### config.mk
export PLATFORM = sky130hd
export DESIGN_NAME = fixed_packet_frame_deframer_top
export DESIGN_NICKNAME = d
export VERILOG_FILES = /design/src/rtl/fpfd_pkg.sv /design/src/rtl/fixed_packet_frame_deframer_top.sv /design/src/rtl/fpfd_cfg.sv /design/src/rtl/fpfd_core.sv /design/src/rtl/fpfd_out.sv
export SDC_FILE = /design/constraint.sdc
export NUM_CORES = 1
export LEC_CHECK = 0
export BUFFER_PORTS_ARGS = -buffer_cell sky130_fd_sc_hd__clkbuf_2
export CORE_MARGIN = 4
export CORE_UTILIZATION = 62
export CTS_CLUSTER_DIAMETER = 200
export DETAILED_ROUTE_END_ITERATION = 6
export GPL_TIMING_DRIVEN = 1
export PLACE_DENSITY = 0.81
export SLEW_MARGIN = 20
export SYNTH_ARGS = -nofsm -noshare
export SYNTH_HDL_FRONTEND = slang
export SYNTH_SLANG_ARGS = --single-unit
### constraint.sdc
create_clock -name clk -period 4.4 [get_ports clk]
set_input_delay 0.88 -clock clk [delete_from_list [all_inputs] [get_ports clk]]
set_output_delay 0.88 -clock clk [all_outputs]
set_load 0.02 [all_outputs]
### src/rtl/fpfd_pkg.sv
// Package for the fixed packet frame deframer.
// Holds widths, register indexes, header constants and shared struct types.
// No dependencies.
`timescale 1ns / 1ps

package fpfd_pkg;

  // Width of the in-packet byte position counter
  localparam int POSITION_WIDTH = 16;
  // Effective packet length can reach 2^POSITION_WIDTH, so one extra bit
  localparam int LEN_W = POSITION_WIDTH + 1;
  // Compare width for clamping the 16-bit register against the cap
  localparam int CLAMP_W = (LEN_W > 16) ? LEN_W : 16;

  // Configuration register widths and reset values
  localparam int PKT_LEN_W = 16;
  localparam int TYPE_W = 8;
  localparam int CFG_DATA_W = 16;
  localparam int CFG_IDX_W = 8;
  localparam logic [PKT_LEN_W-1:0] PKT_LEN_RESET = 16'd1140;
  localparam logic [TYPE_W-1:0] START_TYPE_RESET = 8'd1;
  localparam logic [PKT_LEN_W-1:0] MIN_PKT_LEN = 16'd6;

  // Register indexes
  localparam logic [CFG_IDX_W-1:0] REG_PACKET_LENGTH = 8'd0;
  localparam logic [CFG_IDX_W-1:0] REG_START_TYPE = 8'd1;

  // Start packet header: type byte plus 4 length bytes
  localparam logic [POSITION_WIDTH-1:0] HEADER_BYTES = POSITION_WIDTH'(5);

  // Frame length / emitted count width
  localparam int FLEN_W = 32;

  // Active configuration as seen by the datapath
  typedef struct packed {
    logic [LEN_W-1:0]  eff_len;
    logic [TYPE_W-1:0] start_type;
  } fpfd_cfg_t;

  // One result word
  typedef struct packed {
    logic [7:0] payload_byte;
    logic       first_of_frame;
    logic       last_of_frame;
    logic       prior_cut;
  } fpfd_result_t;

endpackage

### src/rtl/fixed_packet_frame_deframer_top.sv
// Top level of the fixed packet frame deframer.
// Depends on fpfd_pkg, fpfd_cfg, fpfd_core and fpfd_out.
//
//   channel   ports                         role
//   input     in_valid/in_ready, in_*       raw packet stream bytes
//   result    out_valid/out_ready, out_*    frame payload bytes with marks
//   config    cfg_we, cfg_index, cfg_data   packet_length (0), start_type (1)
//
// One byte per cycle sustained while the output is not stalled; a payload byte
// passes the input reg and then the output reg before it can leave.
// Header, discarded and surplus bytes give no result word.
// Reset is synchronous on rst_n; all frame state and both stages are cleared.
// A stalled output holds its word and freezes the input register, so at most
// one more byte is taken and in_ready stays low until the word leaves.
`timescale 1ns / 1ps

module fixed_packet_frame_deframer_top (
  input  logic                            clk,
  input  logic                            rst_n,
  input  logic                            in_valid,
  output logic                            in_ready,
  input  logic [7:0]                      in_data_byte,
  output logic                            out_valid,
  input  logic                            out_ready,
  output logic [7:0]                      out_payload_byte,
  output logic                            out_first_of_frame,
  output logic                            out_last_of_frame,
  output logic                            out_prior_cut,
  input  logic                            cfg_we,
  input  logic [fpfd_pkg::CFG_IDX_W-1:0]  cfg_index,
  input  logic [fpfd_pkg::CFG_DATA_W-1:0] cfg_data
);

  fpfd_pkg::fpfd_cfg_t    cfg;
  fpfd_pkg::fpfd_result_t res_core;
  fpfd_pkg::fpfd_result_t res_out;
  logic                   res_load;
  logic                   res_free;

  fpfd_cfg u_cfg (
    .clk       (clk),
    .rst_n     (rst_n),
    .cfg_we    (cfg_we),
    .cfg_index (cfg_index),
    .cfg_data  (cfg_data),
    .cfg_o     (cfg)
  );

  fpfd_core u_core (
    .clk          (clk),
    .rst_n        (rst_n),
    .cfg_i        (cfg),
    .in_valid     (in_valid),
    .in_ready     (in_ready),
    .in_data_byte (in_data_byte),
    .res_free     (res_free),
    .res_load     (res_load),
    .res_o        (res_core)
  );

  fpfd_out u_out (
    .clk       (clk),
    .rst_n     (rst_n),
    .res_load  (res_load),
    .res_i     (res_core),
    .res_free  (res_free),
    .out_valid (out_valid),
    .out_ready (out_ready),
    .res_o     (res_out)
  );

  assign out_payload_byte   = res_out.payload_byte;
  assign out_first_of_frame = res_out.first_of_frame;
  assign out_last_of_frame  = res_out.last_of_frame;
  assign out_prior_cut      = res_out.prior_cut;

endmodule

### src/rtl/fpfd_cfg.sv
// Configuration registers of the deframer and the clamped packet length.
// Depends on fpfd_pkg.
`timescale 1ns / 1ps

module fpfd_cfg (
  input  logic                           clk,
  input  logic                           rst_n,
  input  logic                           cfg_we,
  input  logic [fpfd_pkg::CFG_IDX_W-1:0] cfg_index,
  input  logic [fpfd_pkg::CFG_DATA_W-1:0] cfg_data,
  output fpfd_pkg::fpfd_cfg_t            cfg_o
);

  logic [fpfd_pkg::PKT_LEN_W-1:0] pkt_len_r, pkt_len_nxt;
  logic [fpfd_pkg::TYPE_W-1:0]    start_type_r, start_type_nxt;
  logic [fpfd_pkg::CLAMP_W-1:0]   len_wide;
  logic [fpfd_pkg::CLAMP_W-1:0]   cap_wide;

  // Register writes
  always_comb begin
    pkt_len_nxt    = pkt_len_r;
    start_type_nxt = start_type_r;
    if (cfg_we) begin
      if (cfg_index == fpfd_pkg::REG_PACKET_LENGTH) begin
        pkt_len_nxt = cfg_data[fpfd_pkg::PKT_LEN_W-1:0];
      end else if (cfg_index == fpfd_pkg::REG_START_TYPE) begin
        start_type_nxt = cfg_data[fpfd_pkg::TYPE_W-1:0];
      end
    end
  end

  always_ff @(posedge clk) begin
    if (!rst_n) begin
      pkt_len_r    <= fpfd_pkg::PKT_LEN_RESET;
      start_type_r <= fpfd_pkg::START_TYPE_RESET;
    end else begin
      pkt_len_r    <= pkt_len_nxt;
      start_type_r <= start_type_nxt;
    end
  end

  // Clamp length to [6, 2^POSITION_WIDTH]
  always_comb begin
    cap_wide = fpfd_pkg::CLAMP_W'(1) << fpfd_pkg::POSITION_WIDTH;
    if (pkt_len_r < fpfd_pkg::MIN_PKT_LEN) begin
      len_wide = fpfd_pkg::CLAMP_W'(fpfd_pkg::MIN_PKT_LEN);
    end else begin
      len_wide = fpfd_pkg::CLAMP_W'(pkt_len_r);
    end
    if (len_wide > cap_wide) begin
      len_wide = cap_wide;
    end
    cfg_o.eff_len    = len_wide[fpfd_pkg::LEN_W-1:0];
    cfg_o.start_type = start_type_r;
  end

endmodule

### src/rtl/fpfd_core.sv
// Input register, frame state and per-byte decode of the deframer.
// Depends on fpfd_pkg.
`timescale 1ns / 1ps

module fpfd_core (
  input  logic                      clk,
  input  logic                      rst_n,
  input  fpfd_pkg::fpfd_cfg_t       cfg_i,
  input  logic                      in_valid,
  output logic                      in_ready,
  input  logic [7:0]                in_data_byte,
  input  logic                      res_free,
  output logic                      res_load,
  output fpfd_pkg::fpfd_result_t    res_o
);

  localparam int PW = fpfd_pkg::POSITION_WIDTH;
  localparam int FW = fpfd_pkg::FLEN_W;

  logic                 s1_valid_r, s1_valid_nxt;
  logic [7:0]           s1_byte_r;
  logic                 synced_r, synced_nxt;
  logic [PW-1:0]        pos_r, pos_nxt;
  logic                 in_start_r, in_start_nxt;
  logic [FW-1:0]        flen_r, flen_nxt;
  logic [FW-1:0]        emitted_r, emitted_nxt;
  logic                 pending_r, pending_nxt;

  logic                 fire;
  logic                 is_start;
  logic                 more_left;
  logic                 emit;
  logic                 first;
  logic                 last;
  logic [fpfd_pkg::LEN_W-1:0] pos_inc;

  // Input register advances whenever the result stage can take a word
  assign fire     = s1_valid_r && res_free;
  assign in_ready = !s1_valid_r || res_free;

  always_comb begin
    s1_valid_nxt = s1_valid_r;
    if (in_valid && in_ready) begin
      s1_valid_nxt = 1'b1;
    end else if (fire) begin
      s1_valid_nxt = 1'b0;
    end
  end

  always_ff @(posedge clk) begin
    if (!rst_n) begin
      s1_valid_r <= 1'b0;
    end else begin
      s1_valid_r <= s1_valid_nxt;
    end
  end

  always_ff @(posedge clk) begin
    if (in_valid && in_ready) begin
      s1_byte_r <= in_data_byte;
    end
  end

  // Per-byte decode
  assign is_start  = (s1_byte_r == cfg_i.start_type);
  assign more_left = (emitted_r < flen_r);
  assign first     = (emitted_r == '0);
  assign last      = ({1'b0, emitted_r} + (FW+1)'(1)) == {1'b0, flen_r};
  assign pos_inc   = fpfd_pkg::LEN_W'(pos_r) + fpfd_pkg::LEN_W'(1);

  always_comb begin
    synced_nxt   = synced_r;
    in_start_nxt = in_start_r;
    flen_nxt     = flen_r;
    emitted_nxt  = emitted_r;
    pending_nxt  = pending_r;
    pos_nxt      = pos_r;
    emit         = 1'b0;
    if (fire) begin
      if (pos_r == '0) begin
        if (is_start) begin
          if (synced_r && more_left) begin
            pending_nxt = 1'b1;
          end
          synced_nxt   = 1'b1;
          in_start_nxt = 1'b1;
          flen_nxt     = '0;
          emitted_nxt  = '0;
        end else begin
          in_start_nxt = 1'b0;
        end
      end else if (synced_r) begin
        if (in_start_r && (pos_r < fpfd_pkg::HEADER_BYTES)) begin
          // big-endian length byte
          flen_nxt = {flen_r[FW-9:0], s1_byte_r};
        end else if (more_left) begin
          emit        = 1'b1;
          emitted_nxt = emitted_r + FW'(1);
          if (first) begin
            pending_nxt = 1'b0;
          end
        end
      end
      // position wraps at the effective packet length
      if (pos_inc >= cfg_i.eff_len) begin
        pos_nxt = '0;
      end else begin
        pos_nxt = pos_inc[PW-1:0];
      end
    end
  end

  always_ff @(posedge clk) begin
    if (!rst_n) begin
      synced_r   <= 1'b0;
      in_start_r <= 1'b0;
      flen_r     <= '0;
      emitted_r  <= '0;
      pending_r  <= 1'b0;
      pos_r      <= '0;
    end else begin
      synced_r   <= synced_nxt;
      in_start_r <= in_start_nxt;
      flen_r     <= flen_nxt;
      emitted_r  <= emitted_nxt;
      pending_r  <= pending_nxt;
      pos_r      <= pos_nxt;
    end
  end

  // Result word toward the output register
  assign res_load             = emit;
  assign res_o.payload_byte   = s1_byte_r;
  assign res_o.first_of_frame = first;
  assign res_o.last_of_frame  = last;
  assign res_o.prior_cut      = first && pending_r;

`ifndef ASSERT_OFF
  // emitted count never runs past the declared length
  a_emit_bound: assert property (@(posedge clk) disable iff (!rst_n)
    emitted_r <= flen_r)
    else $error("bytes emitted exceed frame length");

  // nothing is counted before the first start packet
  a_unsynced_clear: assert property (@(posedge clk) disable iff (!rst_n)
    !synced_r |-> (flen_r == '0) && (emitted_r == '0))
    else $error("frame state moved before sync");

  // a start type byte at packet position zero opens a fresh frame
  a_start_opens: assert property (@(posedge clk) disable iff (!rst_n)
    fire && (pos_r == '0) && is_start |=> synced_r && in_start_r && (emitted_r == '0))
    else $error("start packet did not open a frame");
`endif

endmodule

### src/rtl/fpfd_out.sv
// Output register of the deframer: holds one result word until taken.
// Depends on fpfd_pkg.
`timescale 1ns / 1ps

module fpfd_out (
  input  logic                   clk,
  input  logic                   rst_n,
  input  logic                   res_load,
  input  fpfd_pkg::fpfd_result_t res_i,
  output logic                   res_free,
  output logic                   out_valid,
  input  logic                   out_ready,
  output fpfd_pkg::fpfd_result_t res_o
);

  logic                   out_valid_r, out_valid_nxt;
  fpfd_pkg::fpfd_result_t res_r;

  // Free when empty or being drained this cycle
  assign res_free = !out_valid_r || out_ready;

  always_comb begin
    out_valid_nxt = out_valid_r;
    if (res_load) begin
      out_valid_nxt = 1'b1;
    end else if (out_ready) begin
      out_valid_nxt = 1'b0;
    end
  end

  always_ff @(posedge clk) begin
    if (!rst_n) begin
      out_valid_r <= 1'b0;
    end else begin
      out_valid_r <= out_valid_nxt;
    end
  end

  always_ff @(posedge clk) begin
    if (res_load) begin
      res_r <= res_i;
    end
  end

  assign out_valid = out_valid_r;
  assign res_o     = res_r;

endmodule

==> impl_metrics.tcl, run 1 <==
set metrics [dict create \
    start_util_pct 63.74 \
    end_kind "register" \
    stdcell_count 1176 \
    clockRootBuffer "clkbuf_16" \
    die_h_um 122.4 \
    clock_path_buffers 2 \
    switchingPower_uw 673.9 \
    area_growth_pct 11.33 \
    min_period_over_period_pct 81.84 \
    dieArea_um2 14970 \
    post_cts_resized 0 \
    synth-seq-cells 128 \
    dpl.cell_count 1144 \
    pin_count 50 \
    wire_per_inst_um 18.28 \
    synthFlopType "dfxtp_1" \
    synth.avg_cell_area_um2 8.377 \
    ant_nets 0 \
    irDropWorstVdd_mv 0.3042 \
    period_needed_ps 3601 \
    cts_setup_buffers 0 \
    setup_tns_ps 0 \
    via_per_inst 6.137 \
    place.gp.congestion 0.9601 \
    cts_tree "built" \
    drc 0 \
    startpoint_type "register" \
    cts_made_buffers 17 \
    arrival_ps 3960 \
    power_frac_clock_pct 51.9 \
    firstDrtPassIters 5 \
    swShare_pct 24.84 \
    power.share.combinational_pct 3.6 \
    yosys_warnings 0 \
    yosysTopAreaCell "dfxtp_1" \
    maxCapViolations 0 \
    rows 41 \
    fmax_mhz 277.7 \
    cts.sinks 128 \
    fin_worst_skew_ps 9.218 \
    syn_area_um2 8109 \
    outcome "complete, no violations" \
    antennaDiodeCount 0 \
    required_ps 4760 \
    cts.clk_slew.worst_paths_ps 60 \
    worst_pin_slew_ps 934.3 \
    grt_pass1_vias 7022 \
    crit_path_max_incr_delay_ps 480 \
    nNetsFinal 1080 \
    synthesis.nets 1057 \
    final-setup-viol-count 0 \
    grt_setup_unrepaired "false" \
    p_leak_uw 0.003467 \
    final_max_slew_viol_count 0 \
    htree_levels 4 \
    crit_slowest_cell "nor3_2" \
    path_common_cell "ha_1" \
    crit_chain "ha_1 -> nand4_1 -> nor2_1 -> and3_1 -> and4_1 -> xor2_1 -> ha_1 -> a21oi_1 -> nor2b_1 -> a2111oi_4 -> nand2_1 -> nor3_2 -> o21ai_0 -> a31oi_1" \
    drt_wl_total_um 21500 \
    layout-drive-gt1-share_pct 11.35 \
    drt_first_iter_violations 699 \
    die_x_um 122.4 \
    critical_path.max_fanout 10 \
    p_int_uw 2039 \
    grt_start_max_net_pins 65 \
    path_class "register to register" \
    portBuffers 49 \
    p_seq_share_pct 44.4 \
    crit_family "simple AND/OR/NAND/NOR gates" \
    synth_edf_count 19 \
    antenna_found_initial 0 \
    clock_latency_ps 430 \
    finalHoldViolCount 0 \
    synth_top_area_share_pct 26.91 \
    maxSlewHeadroom_pct 37.71 \
    cts_hold_repair.buffers 0 \
    crit_buf_inv 0 \
    grt_overflow 0 \
    grt_pass1_wl_um 35600 \
    power_density_nw_per_um2 300.5 \
    vias 7217 \
    synth_cell_types 69 \
    hold_path.class "register to register" \
    coreArea_um2 12720 \
    grt.total_usage_pct 30.12 \
    synthArstFlopShare_pct 0 \
    yosysSeqAreaShare_pct 33.95 \
    synth_area_leaders "dfxtp_1 27%, ha_1 8.0%, edfxtp_1 7.0%, nand2_1 4.6%, xnor2_1 3.7%" \
    synthCells 968 \
    hpwl_um 15090 \
]
-- logic make-up after synthesis --
group	share of synthesized area, %
compound gates	18.41
buf+inv	5.709
mux	2.592
simple gates	24.84
flops	33.95
fa+ha+maj	8.023
xor+xnor	6.481
-- power by group through the flow --
stage          Clock, uW  Sequential, uW  Combinational, uW
2_1_floorplan          0            1230               61.6
3_3_place_gp           0            1230               96.6
3_5_place_dp           0            1230               97.7
4_1_cts             1420            1200               98.4
5_1_grt             1480            1210                110
6_report            1410            1210               98.9
-- path summary, 6_finish.rpt --
kind,startpoint,endpoint,slack (ps),depth (start not counted)
worst max-delay path,u_core.pos_r[0],u_core.pos_r[9],800,14
worst min-delay path,u_core.in_start_r,u_core.in_start_r,500,2
worst max register to register,u_core.pos_r[0],u_core.pos_r[9],800,14
worst min register to register,u_core.in_start_r,u_core.in_start_r,500,2
-- per-stage QoR --
stage / instance area [um2] / util [%] / total power (uW) / hold slack [ps] / worst slack, ps
6_report: 9027 / 70.96 / 2713 / 498.3 / 799.2
5_1_grt: 9027 / 70.96 / 2793 / 533.1 / 530.2
4_1_cts: 9027 / 70.96 / 2727 / 497.6 / 833.1
3_5_place_dp: 8437 / 66.32 / 1329 / 489.6 / 865.9
3_3_place_gp: 8437 / 66.32 / 1327 / 469.1 / 859.6
2_1_floorplan: 8109 / - / 1288 / 457.6 / 1090
-- worst register-to-register path, stage by stage, from the launching register on --
cell and delay (ps):
dfxtp_1 430, ha_1 310, nand4_1 150, nor2_1 180, and3_1 260, and4_1 230
xor2_1 200, ha_1 270, a21oi_1 140, nor2b_1 90, a2111oi_4 340, nand2_1 100
nor3_2 480, o21ai_0 180, a31oi_1 180
-- state kept, by name, summed over array words and instances, names as in the netlist, 8 cells and up --
| signal | cells |
|---|---|
| u_core.s1_byte_r | 8 |
| u_core.emitted_r | 32 |
| u_core.pos_r | 16 |
| u_cfg.pkt_len_r | 16 |
| u_cfg.start_type_r | 8 |
| u_out.res_o | 11 |
| u_core.flen_r | 32 |
-- per-layer routing --
layer | part of all wire, % | vias to the layer above | GRT usage [%] | wire length (um)
met5 | 0 | - | 0 | 0
met4 | 3.8 | 0 | 12.53 | 818
met3 | 6.2 | 61 | 5.760 | 1331
met2 | 47 | 250 | 48.02 | 10050
met1 | 43 | 3384 | 40.17 | 9297
li1 | - | 3522 | - | -
-- cells in the mapped netlist, types with 29 or more instances --
| library cell | count |
|---|---|
| nand3_1 | 34 |
| nor2b_1 | 29 |
| clkbuf_1 | 35 |
| ha_1 | 52 |
| inv_1 | 56 |
| nand2_1 | 100 |
| a21oi_1 | 39 |
| and2_1 | 36 |
| xnor2_1 | 34 |
| o21ai_0 | 52 |
| dfxtp_1 | 109 |
| nor2_1 | 39 |
-- cell usage in the layout, fill, tap and decap left out, drive strengths merged, types with 7 or more instances in the layout --
cell type / Yosys / final
xnor2: 34 / 34
nand2b: 9 / 9
a21oi: 39 / 39
dfxtp: 109 / 109
nand3b: 9 / 9
o31ai: 24 / 24
o21ai: 53 / 53
nor4: 20 / 20
ha: 52 / 52
nor3: 19 / 19
and3: 8 / 8
nor2b: 29 / 29
or3: 15 / 15
edfxtp: 19 / 19
and4: 9 / 9
inv: 56 / 65
nor2: 40 / 40
xor2: 26 / 26
o21a: 7 / 7
a31oi: 15 / 15
buf: 20 / 13
nand2: 101 / 101
nand4: 26 / 26
and2: 36 / 36
clkbuf: 38 / 66
nand3: 35 / 35
mux2i: 21 / 21
a32oi: 10 / 10
a21boi: 31 / 31
-- layout make-up --
type,instances,area [um2]
sequential,128,2753
timing repair buffer,62,342.8
clock inverter,15,165.2
inverter,57,214.0
clock buffer,17,425.4
multi-input combinational,725,4912
fill,1061,3695
tap,172,215.2
(Power assumes the default switching activity.)
==> run 2: changes to the inputs <==
CORE_UTILIZATION = 56   (was 62)
PLACE_DENSITY = 0.77   (was 0.81)
clock period = 3.15 ns   (was 4.4 ns; I/O delays follow)
==> run 2 against run 1 <==
Net effect: first-iteration DRC count up 4.0%; critical path depth up 1; utilization down 3.4 points; sequential share of layout area down 1.4 points; maximum frequency up 18%; global-route usage down 2.1 points; wire length up 6.1%; combinational power up 56%; register-to-register slack worse by 700 ps; via count up 4.9%; clock skew up 1.1 ps; non-clock buffer count up 44.
==> impl_metrics.tcl, run 2 (synthesis gave the netlist of run 1 again) <==
set metrics [dict create \
    outcome "complete, no violations" \
    final-setup-viol-count 0 \
    wire_per_inst_um 18.58 \
    ant_nets 0 \
    end_kind "register" \
    timing.rr.start "u_core.pos_r[1]" \
    grt.total_usage_pct 28.02 \
    min_period_over_period_pct 96.89 \
    area_growth_pct 16.93 \
    nNetsFinal 1124 \
    power.share.combinational_pct 4.0 \
    hold_depth 1 \
    maxSlewHeadroom_pct 54.66 \
    p_seq_share_pct 44.2 \
    drc 0 \
    place.gp.congestion 1.057 \
    utilization_pct 67.52 \
    antennaDiodeCount 0 \
    nFillCells 1102 \
    clock_latency_ps 430 \
    final_cell_mix "105 x dfxtp_1, 100 x nand2_1, 56 x inv_1" \
    reg2reg_depth 15 \
    start_util_pct 57.75 \
    coreArea_um2 14040 \
    cts_tree "built" \
    p_int_uw 2793 \
    hold_path.class "primary input to register" \
    clock_path_buffers 2 \
    grt_overflow 0 \
    clockRootBuffer "clkbuf_16" \
    worst_pin_slew_ps 678.3 \
    firstDrtPassIters 5 \
    critical_path.max_fanout 9 \
    dieArea_um2 16470 \
    hpwl_um 15990 \
    die_x_um 128.3 \
    r2r_setup_slack_ps 100 \
    grt_pass1_wl_um 36660 \
    period_needed_ps 3052 \
    grt_pass1_vias 7163 \
    power_density_nw_per_um2 401.6 \
    grt_start_max_net_pins 111 \
    fmax_mhz 327.6 \
    finalHoldViolCount 0 \
    antenna_found_initial 0 \
    endpoint "u_core.pos_r[11]" \
    startpoint_type "register" \
    final_max_slew_viol_count 0 \
    crit_start "u_core.pos_r[1]" \
    power_frac_clock_pct 51.8 \
    swShare_pct 26.65 \
    reg.largest.list "u_core.emitted_r (32), u_core.flen_r (32)" \
    drt_first_iter_violations 727 \
    grt_setup_unrepaired "true" \
    via_per_inst 6.164 \
    fin_worst_skew_ps 10.30 \
    irDropWorstVdd_mv 0.3702 \
    required_ps 3530 \
    stdcell_area_um2 9482 \
    holdWs_ps 367.3 \
    fin_ws_ps 97.87 \
    maxCapViolations 0 \
    pin_count 50 \
    post-place-ws_ps -14.83 \
    cts.clk_slew.worst_paths_ps 70 \
    path_class "register to register" \
    switchingPower_uw 1015 \
    rows 43 \
    p_leak_uw 0.003711 \
    cts_made_buffers 17 \
    portBuffers 49 \
    die_h_um 128.3 \
    vias 7570 \
    arrival_ps 3430 \
    drt_wl_total_um 22820 \
    timing.rr.end "u_core.pos_r[11]" \
    cts.sinks 128 \
    layout_commonest_cell "dfxtp_1" \
    layout-drive-gt1-share_pct 16.89 \
    htree_levels 4 \
    post_dp_cell_area_um2 8801 \
]
## run 2: cell count changes in the layout (fill, tap and decap cells not counted), moves of 2 or more
| cell | before | now |
|---|---|---|
| buf_4 | 13 | 55 |
| nor2_1 | 38 | 32 |
| nor2_2 | 0 | 6 |
| dfxtp_1 | 109 | 105 |
| dfxtp_2 | 0 | 4 |
| clkinv_8 | 0 | 3 |
| and3_1 | 8 | 6 |
| buf_12 | 0 | 2 |
| ha_1 | 52 | 50 |
| nand3_1 | 34 | 32 |
| nand3_2 | 1 | 3 |
## run 2: worst max-delay path, cell delays in order, from the launching register on
cell	delay [ps]
dfxtp_2	360
ha_4	140
nand4_1	150
nor2_2	160
nand2_1	80
and2_1	180
or2_2	300
ha_1	320
a21o_1	190
a21o_1	180
a21oi_1	190
o21ai_2	100
nor3_4	160
buf_4	180
a21boi_0	180
a31o_2	120
## run 2: per-stage QoR
step           std cells  power (uW)  setup TNS [ps]
6_report            1228        3808               0
3_5_place_dp        1192        1867          -14.83
2_1_floorplan        968        1801               0
3_3_place_gp        1192        1865               0
4_1_cts             1226        3816               0
5_1_grt             1228        3906          -199.1
## run 2: area by class of cell
type                    count  area (um2)  share of cell area [%]
inverters                  57       214.0                   2.257
multi-input cells         725        4996                   52.69
repair buffers            106       698.2                   7.363
flip-flops and latches    128        2758                   29.08
well taps                 180       225.2                   2.375
clock buffers              17       425.4                   4.487
clock inverters            15       165.2                   1.742
## run 2: what timing repair did
action,4_1_cts,5_1_grt
gates resized for setup,0,17
setup endpoints to repair,2,18
cloned,0,0
pin swaps,1,8
hold buffers,0,0
setup buffers,2,2
## run 2: worst min path at each step
stage	start	endpoint	slack, ps
4_1_cts	in_data_byte[5]	u_core.s1_byte_r[5]	360
5_1_grt	in_data_byte[7]	u_core.s1_byte_r[7]	350
6_report	in_data_byte[5]	u_core.s1_byte_r[5]	370
3_5_place_dp	u_core.in_start_r	u_core.in_start_r	480
2_1_floorplan	u_core.in_start_r	u_core.in_start_r	460
3_3_place_gp	u_core.in_start_r	u_core.in_start_r	470
## run 2: power groups by stage
| stage | combinational [uW] | sequential, uW | clock, uW |
|---|---|---|---|
| 2_1_floorplan | 87.0 | 1710 | 0 |
| 3_3_place_gp | 147 | 1720 | 0 |
| 3_5_place_dp | 149 | 1720 | 0 |
| 4_1_cts | 152 | 1680 | 1980 |
| 5_1_grt | 168 | 1680 | 2060 |
| 6_report | 154 | 1680 | 1970 |
## run 2: layer usage
metal	track usage, %	part of all wire, %
met5	0	0
met4	11.17	3.3
met3	7.763	8.2
met2	45.36	46
met1	35.51	42
